===== src/rpm_plausibility_filter_top_defines.svh =====
// Assertion helpers for the RPM plausibility filter.
// Both macros expect clk_i and rst_ni in the scope where they are used.
`ifndef RPM_PLAUSIBILITY_FILTER_TOP_DEFINES_SVH
`define RPM_PLAUSIBILITY_FILTER_TOP_DEFINES_SVH

// Same-cycle implication, checked outside reset.
`define RPF_ASSERT(label, ante, cons) \
  label: assert property (@(posedge clk_i) disable iff (!rst_ni) (ante) |-> (cons)) \
    else $error("rpm plausibility filter check failed");

// Next-cycle implication, checked outside reset.
`define RPF_ASSERT_NEXT(label, ante, cons) \
  label: assert property (@(posedge clk_i) disable iff (!rst_ni) (ante) |=> (cons)) \
    else $error("rpm plausibility filter check failed");

`endif


===== src/rpf_pkg.sv =====
package rpf_pkg;

  // Operation codes of an input beat.
  localparam logic [1:0] OP_SAMPLE = 2'd0;
  localparam logic [1:0] OP_TICK   = 2'd1;
  localparam logic [1:0] OP_CLEAR  = 2'd2;

  // Sample status codes.
  localparam logic [2:0] ST_ACCEPTED = 3'd0;
  localparam logic [2:0] ST_STOP     = 3'd1;
  localparam logic [2:0] ST_RANGE    = 3'd2;
  localparam logic [2:0] ST_JUMP     = 3'd3;
  localparam logic [2:0] ST_NONE     = 3'd4;

  // Configuration register indexes.
  localparam logic CFG_CIRCUMFERENCE = 1'b0;
  localparam logic CFG_TIMEOUT       = 1'b1;

  // Commands for the speed register at the end of the pipeline.
  localparam logic [1:0] SPD_HOLD = 2'd0;
  localparam logic [1:0] SPD_ZERO = 2'd1;
  localparam logic [1:0] SPD_LOAD = 2'd2;

  // Valid rpm window in 9.4 fixed point, and the scaled windows below and above it.
  localparam logic [17:0] RPM_LOW     = 18'd1600;
  localparam logic [17:0] RPM_HIGH    = 18'd8000;
  localparam logic [17:0] RPM_LOW_LO  = 18'd160;
  localparam logic [17:0] RPM_HIGH_LO = 18'd800;
  localparam logic [17:0] RPM_LOW_HI  = 18'd16000;
  localparam logic [17:0] RPM_HIGH_HI = 18'd80000;

  // Reciprocals: x/10 = (x*RECIP10)>>20, x/15 = (x*RECIP15)>>23, x/25 = (x*RECIP25)>>27.
  // Each is exact over the operand range used here.
  localparam logic [16:0] RECIP10 = 17'd104858;
  localparam logic [19:0] RECIP15 = 20'd559241;
  localparam logic [22:0] RECIP25 = 23'd5368710;

  localparam logic [16:0] SPEED_MAX     = 17'd131071;
  localparam logic [15:0] TIMEOUT_RESET = 16'd1000;

endpackage


===== src/rpm_plausibility_filter_top.sv =====
// RPM plausibility filter: qualifies rpm samples and tracks rpm, frequency and speed.
// An accepted beat passes the stage 1, stage 2 and output registers in turn.
// Throughput: one item per cycle while out_stall_i is low; the three-stage pipeline (normalize,
// multiply, speed reciprocal) holds three items; while the result waits, it accepts until full.
// Reset (rst_ni low, async) clears valids, filter state, speed, circumference; timeout 1000 ms.
`include "rpm_plausibility_filter_top_defines.svh"

module rpm_plausibility_filter_top (
  input  logic               clk_i,
  input  logic               rst_ni,
  input  logic               cfg_we_i,
  input  logic               cfg_idx_i,
  input  logic [15:0]        cfg_data_i,
  input  logic               in_valid_i,
  output logic               in_stall_o,
  input  logic [1:0]         operation_i,
  input  logic signed [18:0] rpm_value_i,
  input  logic [31:0]        now_ms_i,
  output logic               out_valid_o,
  input  logic               out_stall_i,
  output logic [12:0]        rpm_now_o,
  output logic [15:0]        frequency_hz_o,
  output logic [16:0]        road_speed_o,
  output logic               running_o,
  output logic [2:0]         sample_status_o
);

  // Configuration registers.
  logic [15:0] circ_q;
  logic [15:0] timeout_q;

  always_ff @(posedge clk_i or negedge rst_ni) begin
    if (!rst_ni) begin
      circ_q    <= '0;
      timeout_q <= rpf_pkg::TIMEOUT_RESET;
    end else if (cfg_we_i) begin
      case (cfg_idx_i)
        rpf_pkg::CFG_CIRCUMFERENCE: circ_q <= cfg_data_i;
        rpf_pkg::CFG_TIMEOUT:       timeout_q <= cfg_data_i;
        default: ;
      endcase
    end
  end

  // Pipeline handshake: each stage loads when empty or when it drains forward.
  logic s1_valid_q, s2_valid_q, out_valid_q;
  logic out_ready, s2_ready, s1_ready, in_accept;

  assign out_ready  = !out_valid_q || !out_stall_i;
  assign s2_ready   = !s2_valid_q || out_ready;
  assign s1_ready   = !s1_valid_q || s2_ready;
  assign in_stall_o = !s1_ready;
  assign in_accept  = in_valid_i && s1_ready;

  // Filter state.
  logic [12:0] last_valid_q, last_valid_d;
  logic [12:0] cur_rpm_q, cur_rpm_d;
  logic        running_q, running_d;
  logic [31:0] last_time_q, last_time_d;

  // Stage 0: range check and normalization of the reported reading.
  logic        stop_smp;
  logic [17:0] mag;
  logic        in_mid, in_lo, in_hi;
  logic [33:0] div_prod;
  logic [12:0] norm_rpm;
  logic        norm_ok;
  logic        jump;
  logic [31:0] elapsed;
  logic [2:0]  status_d;
  logic [1:0]  cmd_d;

  assign stop_smp = rpm_value_i[18] || (rpm_value_i == '0);
  assign mag      = rpm_value_i[17:0];
  assign in_mid   = (mag >= rpf_pkg::RPM_LOW) && (mag <= rpf_pkg::RPM_HIGH);
  assign in_lo    = (mag >= rpf_pkg::RPM_LOW_LO) && (mag <= rpf_pkg::RPM_HIGH_LO);
  assign in_hi    = (mag >= rpf_pkg::RPM_LOW_HI) && (mag <= rpf_pkg::RPM_HIGH_HI);
  assign div_prod = {17'd0, mag[16:0]} * {17'd0, rpf_pkg::RECIP10};
  assign norm_ok  = in_mid || in_lo || in_hi;

  always_comb begin
    if (in_mid) begin
      norm_rpm = mag[12:0];
    end else if (in_lo) begin
      norm_rpm = {mag[9:0], 3'b000} + {2'b00, mag[9:0], 1'b0};
    end else begin
      norm_rpm = div_prod[32:20];
    end
  end

  // A jump check is skipped until a first reading has been accepted.
  assign jump = (last_valid_q != '0) &&
                (({norm_rpm, 1'b0} < {1'b0, last_valid_q}) ||
                 ({1'b0, norm_rpm} > {last_valid_q, 1'b0}));

  // Wrap-safe elapsed time since the last accepted or stop sample.
  assign elapsed = now_ms_i - last_time_q;

  always_comb begin
    last_valid_d = last_valid_q;
    cur_rpm_d    = cur_rpm_q;
    running_d    = running_q;
    last_time_d  = last_time_q;
    status_d     = rpf_pkg::ST_NONE;
    cmd_d        = rpf_pkg::SPD_HOLD;
    case (operation_i)
      rpf_pkg::OP_SAMPLE: begin
        if (stop_smp) begin
          cur_rpm_d   = '0;
          running_d   = 1'b0;
          last_time_d = now_ms_i;
          status_d    = rpf_pkg::ST_STOP;
          cmd_d       = rpf_pkg::SPD_ZERO;
        end else if (!norm_ok) begin
          status_d = rpf_pkg::ST_RANGE;
        end else if (jump) begin
          status_d = rpf_pkg::ST_JUMP;
        end else begin
          last_valid_d = norm_rpm;
          cur_rpm_d    = norm_rpm;
          running_d    = 1'b1;
          last_time_d  = now_ms_i;
          status_d     = rpf_pkg::ST_ACCEPTED;
          cmd_d        = rpf_pkg::SPD_LOAD;
        end
      end
      rpf_pkg::OP_TICK: begin
        if (running_q && (elapsed > {16'd0, timeout_q})) begin
          cur_rpm_d = '0;
          running_d = 1'b0;
          cmd_d     = rpf_pkg::SPD_ZERO;
        end
      end
      rpf_pkg::OP_CLEAR: begin
        cur_rpm_d = '0;
        running_d = 1'b0;
        cmd_d     = rpf_pkg::SPD_ZERO;
      end
      default: ;
    endcase
  end

  always_ff @(posedge clk_i or negedge rst_ni) begin
    if (!rst_ni) begin
      last_valid_q <= '0;
      cur_rpm_q    <= '0;
      running_q    <= 1'b0;
      last_time_q  <= '0;
    end else if (in_accept) begin
      last_valid_q <= last_valid_d;
      cur_rpm_q    <= cur_rpm_d;
      running_q    <= running_d;
      last_time_q  <= last_time_d;
    end
  end

  // Stage 1 registers.
  logic [12:0] s1_rpm_q;
  logic        s1_run_q;
  logic [2:0]  s1_status_q;
  logic [1:0]  s1_cmd_q;

  always_ff @(posedge clk_i or negedge rst_ni) begin
    if (!rst_ni) begin
      s1_valid_q <= 1'b0;
    end else if (s1_ready) begin
      s1_valid_q <= in_valid_i;
    end
  end

  always_ff @(posedge clk_i) begin
    if (in_accept) begin
      s1_rpm_q    <= cur_rpm_d;
      s1_run_q    <= running_d;
      s1_status_q <= status_d;
      s1_cmd_q    <= cmd_d;
    end
  end

  // Stage 1: frequency (rpm*256/60 = rpm*64/15) and rpm times circumference.
  logic [38:0] freq_prod;
  logic [28:0] circ_prod;

  assign freq_prod = {20'd0, s1_rpm_q, 6'd0} * {19'd0, rpf_pkg::RECIP15};
  assign circ_prod = {16'd0, s1_rpm_q} * {13'd0, circ_q};

  // Stage 2 registers.
  logic [12:0] s2_rpm_q;
  logic [15:0] s2_freq_q;
  logic [28:0] s2_prod_q;
  logic        s2_run_q;
  logic [2:0]  s2_status_q;
  logic [1:0]  s2_cmd_q;

  always_ff @(posedge clk_i or negedge rst_ni) begin
    if (!rst_ni) begin
      s2_valid_q <= 1'b0;
    end else if (s2_ready) begin
      s2_valid_q <= s1_valid_q;
    end
  end

  always_ff @(posedge clk_i) begin
    if (s1_valid_q && s2_ready) begin
      s2_rpm_q    <= s1_rpm_q;
      s2_freq_q   <= freq_prod[38:23];
      s2_prod_q   <= circ_prod;
      s2_run_q    <= s1_run_q;
      s2_status_q <= s1_status_q;
      s2_cmd_q    <= s1_cmd_q;
    end
  end

  // Stage 2: speed = rpm*circ*3/12800, as ((p*3)>>9)/25, saturated.
  logic [30:0] prod3;
  logic [21:0] prod_sh;
  logic [44:0] spd_prod;
  logic [17:0] spd_raw;
  logic [16:0] spd_sat;
  logic [16:0] speed_q;

  assign prod3    = {2'd0, s2_prod_q} + {1'b0, s2_prod_q, 1'b0};
  assign prod_sh  = prod3[30:9];
  assign spd_prod = {23'd0, prod_sh} * {22'd0, rpf_pkg::RECIP25};
  assign spd_raw  = spd_prod[44:27];
  assign spd_sat  = (spd_raw > {1'b0, rpf_pkg::SPEED_MAX}) ? rpf_pkg::SPEED_MAX : spd_raw[16:0];

  // Output register; the speed register lives here and follows each beat's command.
  logic [12:0] out_rpm_q;
  logic [15:0] out_freq_q;
  logic        out_run_q;
  logic [2:0]  out_status_q;

  always_ff @(posedge clk_i or negedge rst_ni) begin
    if (!rst_ni) begin
      out_valid_q <= 1'b0;
      speed_q     <= '0;
    end else begin
      if (out_ready) begin
        out_valid_q <= s2_valid_q;
      end
      if (s2_valid_q && out_ready) begin
        case (s2_cmd_q)
          rpf_pkg::SPD_LOAD: speed_q <= spd_sat;
          rpf_pkg::SPD_ZERO: speed_q <= '0;
          default: ;
        endcase
      end
    end
  end

  always_ff @(posedge clk_i) begin
    if (s2_valid_q && out_ready) begin
      out_rpm_q    <= s2_rpm_q;
      out_freq_q   <= s2_freq_q;
      out_run_q    <= s2_run_q;
      out_status_q <= s2_status_q;
    end
  end

  assign out_valid_o     = out_valid_q;
  assign rpm_now_o       = out_rpm_q;
  assign frequency_hz_o  = out_freq_q;
  assign road_speed_o    = speed_q;
  assign running_o       = out_run_q;
  assign sample_status_o = out_status_q;

  // The wheel can only be running with a nonzero rpm inside the valid window.
  `RPF_ASSERT(a_run_has_rpm, running_q, cur_rpm_q != '0)
  `RPF_ASSERT(a_rpm_window, cur_rpm_q != '0,
              ({5'd0, cur_rpm_q} >= rpf_pkg::RPM_LOW) && ({5'd0, cur_rpm_q} <= rpf_pkg::RPM_HIGH))
  // An accepted sample leaves rpm and the last valid reading equal.
  `RPF_ASSERT_NEXT(a_accept_updates, in_accept && (status_d == rpf_pkg::ST_ACCEPTED),
                   running_q && (last_valid_q == cur_rpm_q))
  // A delivered result that reports running carries a nonzero rpm.
  `RPF_ASSERT(a_out_run_rpm, out_valid_q && out_run_q, out_rpm_q != '0)

endmodule


===== config.mk =====
export PLATFORM = sky130hd
export DESIGN_NAME = rpm_plausibility_filter_top
export DESIGN_NICKNAME = d
export VERILOG_FILES = /design/src/rpf_pkg.sv /design/src/rpm_plausibility_filter_top.sv
export VERILOG_INCLUDE_DIRS = /design/src /design/src/src
export SDC_FILE = /design/constraint.sdc
export NUM_CORES = 2
export LEC_CHECK = 0
export BUFFER_PORTS_ARGS = -buffer_cell sky130_fd_sc_hd__buf_2
export CELL_PAD_IN_SITES_DETAIL_PLACEMENT = 2
export CELL_PAD_IN_SITES_GLOBAL_PLACEMENT = 2
export CORE_MARGIN = 2
export CORE_UTILIZATION = 43
export DETAILED_ROUTE_END_ITERATION = 10
export MAX_ROUTING_LAYER = met4
export PLACE_DENSITY = 0.91
export SLEW_MARGIN = 20
export SYNTH_ARGS = -nofsm -noshare
export SYNTH_HDL_FRONTEND = slang
export SYNTH_SLANG_ARGS = --single-unit

===== constraint.sdc =====
create_clock -name clk_i -period 12.2 [get_ports clk_i]
set_input_delay 1.83 -clock clk_i [delete_from_list [all_inputs] [get_ports clk_i]]
set_output_delay 1.83 -clock clk_i [all_outputs]
set_load 0.02 [all_outputs]

==> metrics.txt <==
required time of the critical path 12.69 ns; cell repeated most along the worst path fa_1; detailed router's first-iteration violation count 1811; detailed-route vias per instance 6.209; Die X-Extent 288.0 um; half-perimeter wire length after placement 115400 um; maximum number of pins on one net before global-route repair 65; critical setup path kind in -> reg; number of CTS-inserted buffers 30; CTS-repair resized insts 0; detailed-route wire length 160200 um; synthesized netlist cell count 3467; count of warnings emitted by yosys 0; number of enable flip-flop cells after synthesis 116; setup repair after global routing missed its margin false; Reg clk slew, reported paths 0.08 ns; final period utilization 0.9453; fraction of layout cells with a size suffix above 1 0.09000; f_max 86.71 MHz; post-CTS setup buffers 0; average instance area after synthesis 10.00 um^2; start point of the worst min-delay path s1_status_q[1]$_SDFFCE_PP0P_; effective utilization at floorplan 0.4327; most frequently used flop master after synthesis edfxtp_1; global route total overflow 0; number of global-route vias before repair 34.17k; number of routed nets with antenna violations 0; # hold bufs at CTS 0; signal arrival time at the worst endpoint 12.02 ns; Netlist Area Pre-Place 34690 um^2; outcome complete, no violations; number of failing hold endpoints at the final stage 0; largest area contributor in the synthesized netlist fa_1; library cell used as clock root buffer clkbuf_16; distinct cell type count after synthesis 95; Setup Viol. Count Final 0; Startpoint Class primary input; Post-Synthesis Net Count 4608; final net count 4728; initial antenna violation count 14; worst hold path type reg -> reg; io pins 127; DIE AREA 82950 um^2; global placer's final weighted congestion 0.9231; Critical Path Sink Type flip-flop; Area growth syn-to-layout 8.628%; Largest stage delay, worst path 0.71 ns; count of clock tree sinks 227; TritonCTS clock tree yes; CP max-delay cell o21ai_4; highest net fanout along the worst path 19; count of TritonRoute iterations in the first routing pass 5; sequential fraction of the synthesis area 0.1807; Max-cap violations 0; clock tree buffer depth 3; worst-margin pin slew 1.369 ns; Pins Over Slew Limit 0; Reg-to-Reg Start s2_prod_q[3]$_DFFE_PP_; Core Area 80160 um^2; count of H-tree levels built during CTS 1; combined global-route utilization of all metal layers 0.3742; final routed wire length divided by cell count 34.17 um; latest clock arrival within the worst-skew pair 0.62 ns; count of input and output buffers 126; final routed DRC violation total 0; global-route wire length before repair 222100 um; critical path startpoint rpm_value_i[1]; worst clock skew 0.03921 ns; cell types with the largest area share after synthesis fa_1 25%, ha_1 23%, edfxtp_1 10%; height of the chip 288.0 um; Seq cells post-synth 227; Via Count 29.10k; area share of the largest cell type after synthesis 0.2499; Final Critical Period 11.53 ns; async set or reset register ratio after synthesis 0.4890; worst-case headroom to the max-slew limit 0.08738; std cell rows 104; Setup TNS Final 0 ns
[worst paths after layout]
check	end	slack (ns)	depth (start not counted)
max	last_time_q[11]$_DFFE_PN0P_	0.67	33
max in group asynchronous	last_valid_q[10]$_DFFE_PN0P_	9.37	2
min	s2_status_q[1]$_DFFE_PP_	0.41	0
max reg2reg	road_speed_o[14]$_DFFE_PN0P_	0.99	35
min in group asynchronous	road_speed_o[2]$_DFFE_PN0P_	1.31	1
min reg2reg	s2_status_q[1]$_DFFE_PP_	0.41	0
[synthesized netlist by cell type, drive strengths merged (5+ instances only)]
master,number
a41oi,5
nor3,36
o2bb2ai,7
dfrtp,105
dfstp,6
a21oi,148
and4,5
nand2,224
nor4,13
o21bai,20
a21o,74
and3,16
o311ai,5
nand3,40
or2,9
ha,633
nor2,99
a22o,18
o21ai,82
o41ai,5
nor2b,23
fa,433
a211o,6
nand4,24
a211oi,16
or3,6
inv,768
mux2,68
o31ai,8
o21a,24
o211ai,8
and2,96
a21boi,8
o211a,6
nand2b,29
xor2,34
xnor2,92
clkbuf,55
o22ai,8
mux2i,9
buf,12
a31oi,16
edfxtp,116
[placed cells by master (no fill, tap or decap), types with 20 or more instances in the layout]
master | Yosys | routed
a21o_1 | 74 | 74
a21oi_1 | 145 | 145
and2_1 | 96 | 94
buf_2 | 1 | 125
buf_4 | 2 | 27
clkbuf_16 | 0 | 31
dfrtp_1 | 105 | 105
edfxtp_1 | 116 | 116
fa_1 | 433 | 433
ha_1 | 633 | 633
inv_1 | 759 | 759
mux2_2 | 32 | 32
mux2_4 | 30 | 30
nand2_1 | 223 | 223
nand2b_1 | 29 | 29
nand3_1 | 40 | 40
nand4_1 | 24 | 24
nor2_1 | 97 | 97
nor2b_1 | 23 | 22
nor3_1 | 35 | 35
o21a_1 | 23 | 23
o21ai_0 | 54 | 54
o21ai_1 | 25 | 25
o21bai_1 | 20 | 20
xnor2_1 | 92 | 90
xor2_1 | 34 | 33
[layout make-up]
class	count	area (um^2)
diodes	16	40.04
clock buffers	35	810.8
multi-input cells	2405	25260
flip-flops and latches	227	6269
well taps	1060	1326
repair buffers	155	874.6
inverters	768	2883
clock inverters	21	217.7
fillers	8330	42480
[logic make-up (layout without fill, tap and decap cells)]
| kind of cell | count (synthesis) | after routing | synth area share |
|---|---|---|---|
| fa+ha+maj | 1066 | 1066 | 0.4782 |
| xor+xnor | 126 | 126 | 0.03182 |
| buf+inv | 835 | 979 | 0.09213 |
| compound gates | 503 | 503 | 0.09895 |
| other cells | 0 | 16 | 0 |
| simple gates | 633 | 633 | 0.09022 |
| flops | 227 | 227 | 0.1807 |
| mux | 77 | 77 | 0.02792 |
[sequential cells by signal, summed over array words and instances, names as in the netlist, 16 cells and up]
register / count
road_speed_o: 17
last_time_q: 32
circ_q: 16
s2_prod_q: 29
s2_freq_q: 16
frequency_hz_o: 16
timeout_q: 16
[per-stage QoR]
step / hold slack (ns) / cell area [um^2] / worst slack [ns] / utilization / instances
finish: 0.4139 / 37680 / 0.6679 / 0.4701 / 4687
global route: 0.4287 / 37670 / 0.3915 / 0.4700 / 4685
CTS: 0.4167 / 37600 / 0.7709 / 0.4690 / 4669
detailed placement: 0.4059 / 36570 / 0.5566 / 0.4562 / 4613
global placement: 0.4019 / 36560 / 1.233 / 0.4561 / 4613
floorplan: 0.4003 / 34690 / 2.818 / - / 3467
[worst max-delay path: cells and delay by family]
kind	cells	cell delay, ns
muxes	1	0.33
adders and majority gates	8	3.70
buffers and inverters	6	1.08
AOI/OAI and AO/OA	15	4.63
and+or+nand+nor	3	0.37
[metal layers]
metal / global-route usage / vias to the layer above / wire, um
li1: - / 11610 / -
met1: 0.3725 / 14890 / 53930
met2: 0.6600 / 1664 / 79980
met3: 0.05531 / 936 / 9506
met4: 0.2838 / 0 / 16760
met5: - / - / 0
Power is left out: the tool's default activity adds up to more than one toggle a clock period on the data nets, which glitch-free logic cannot reach.
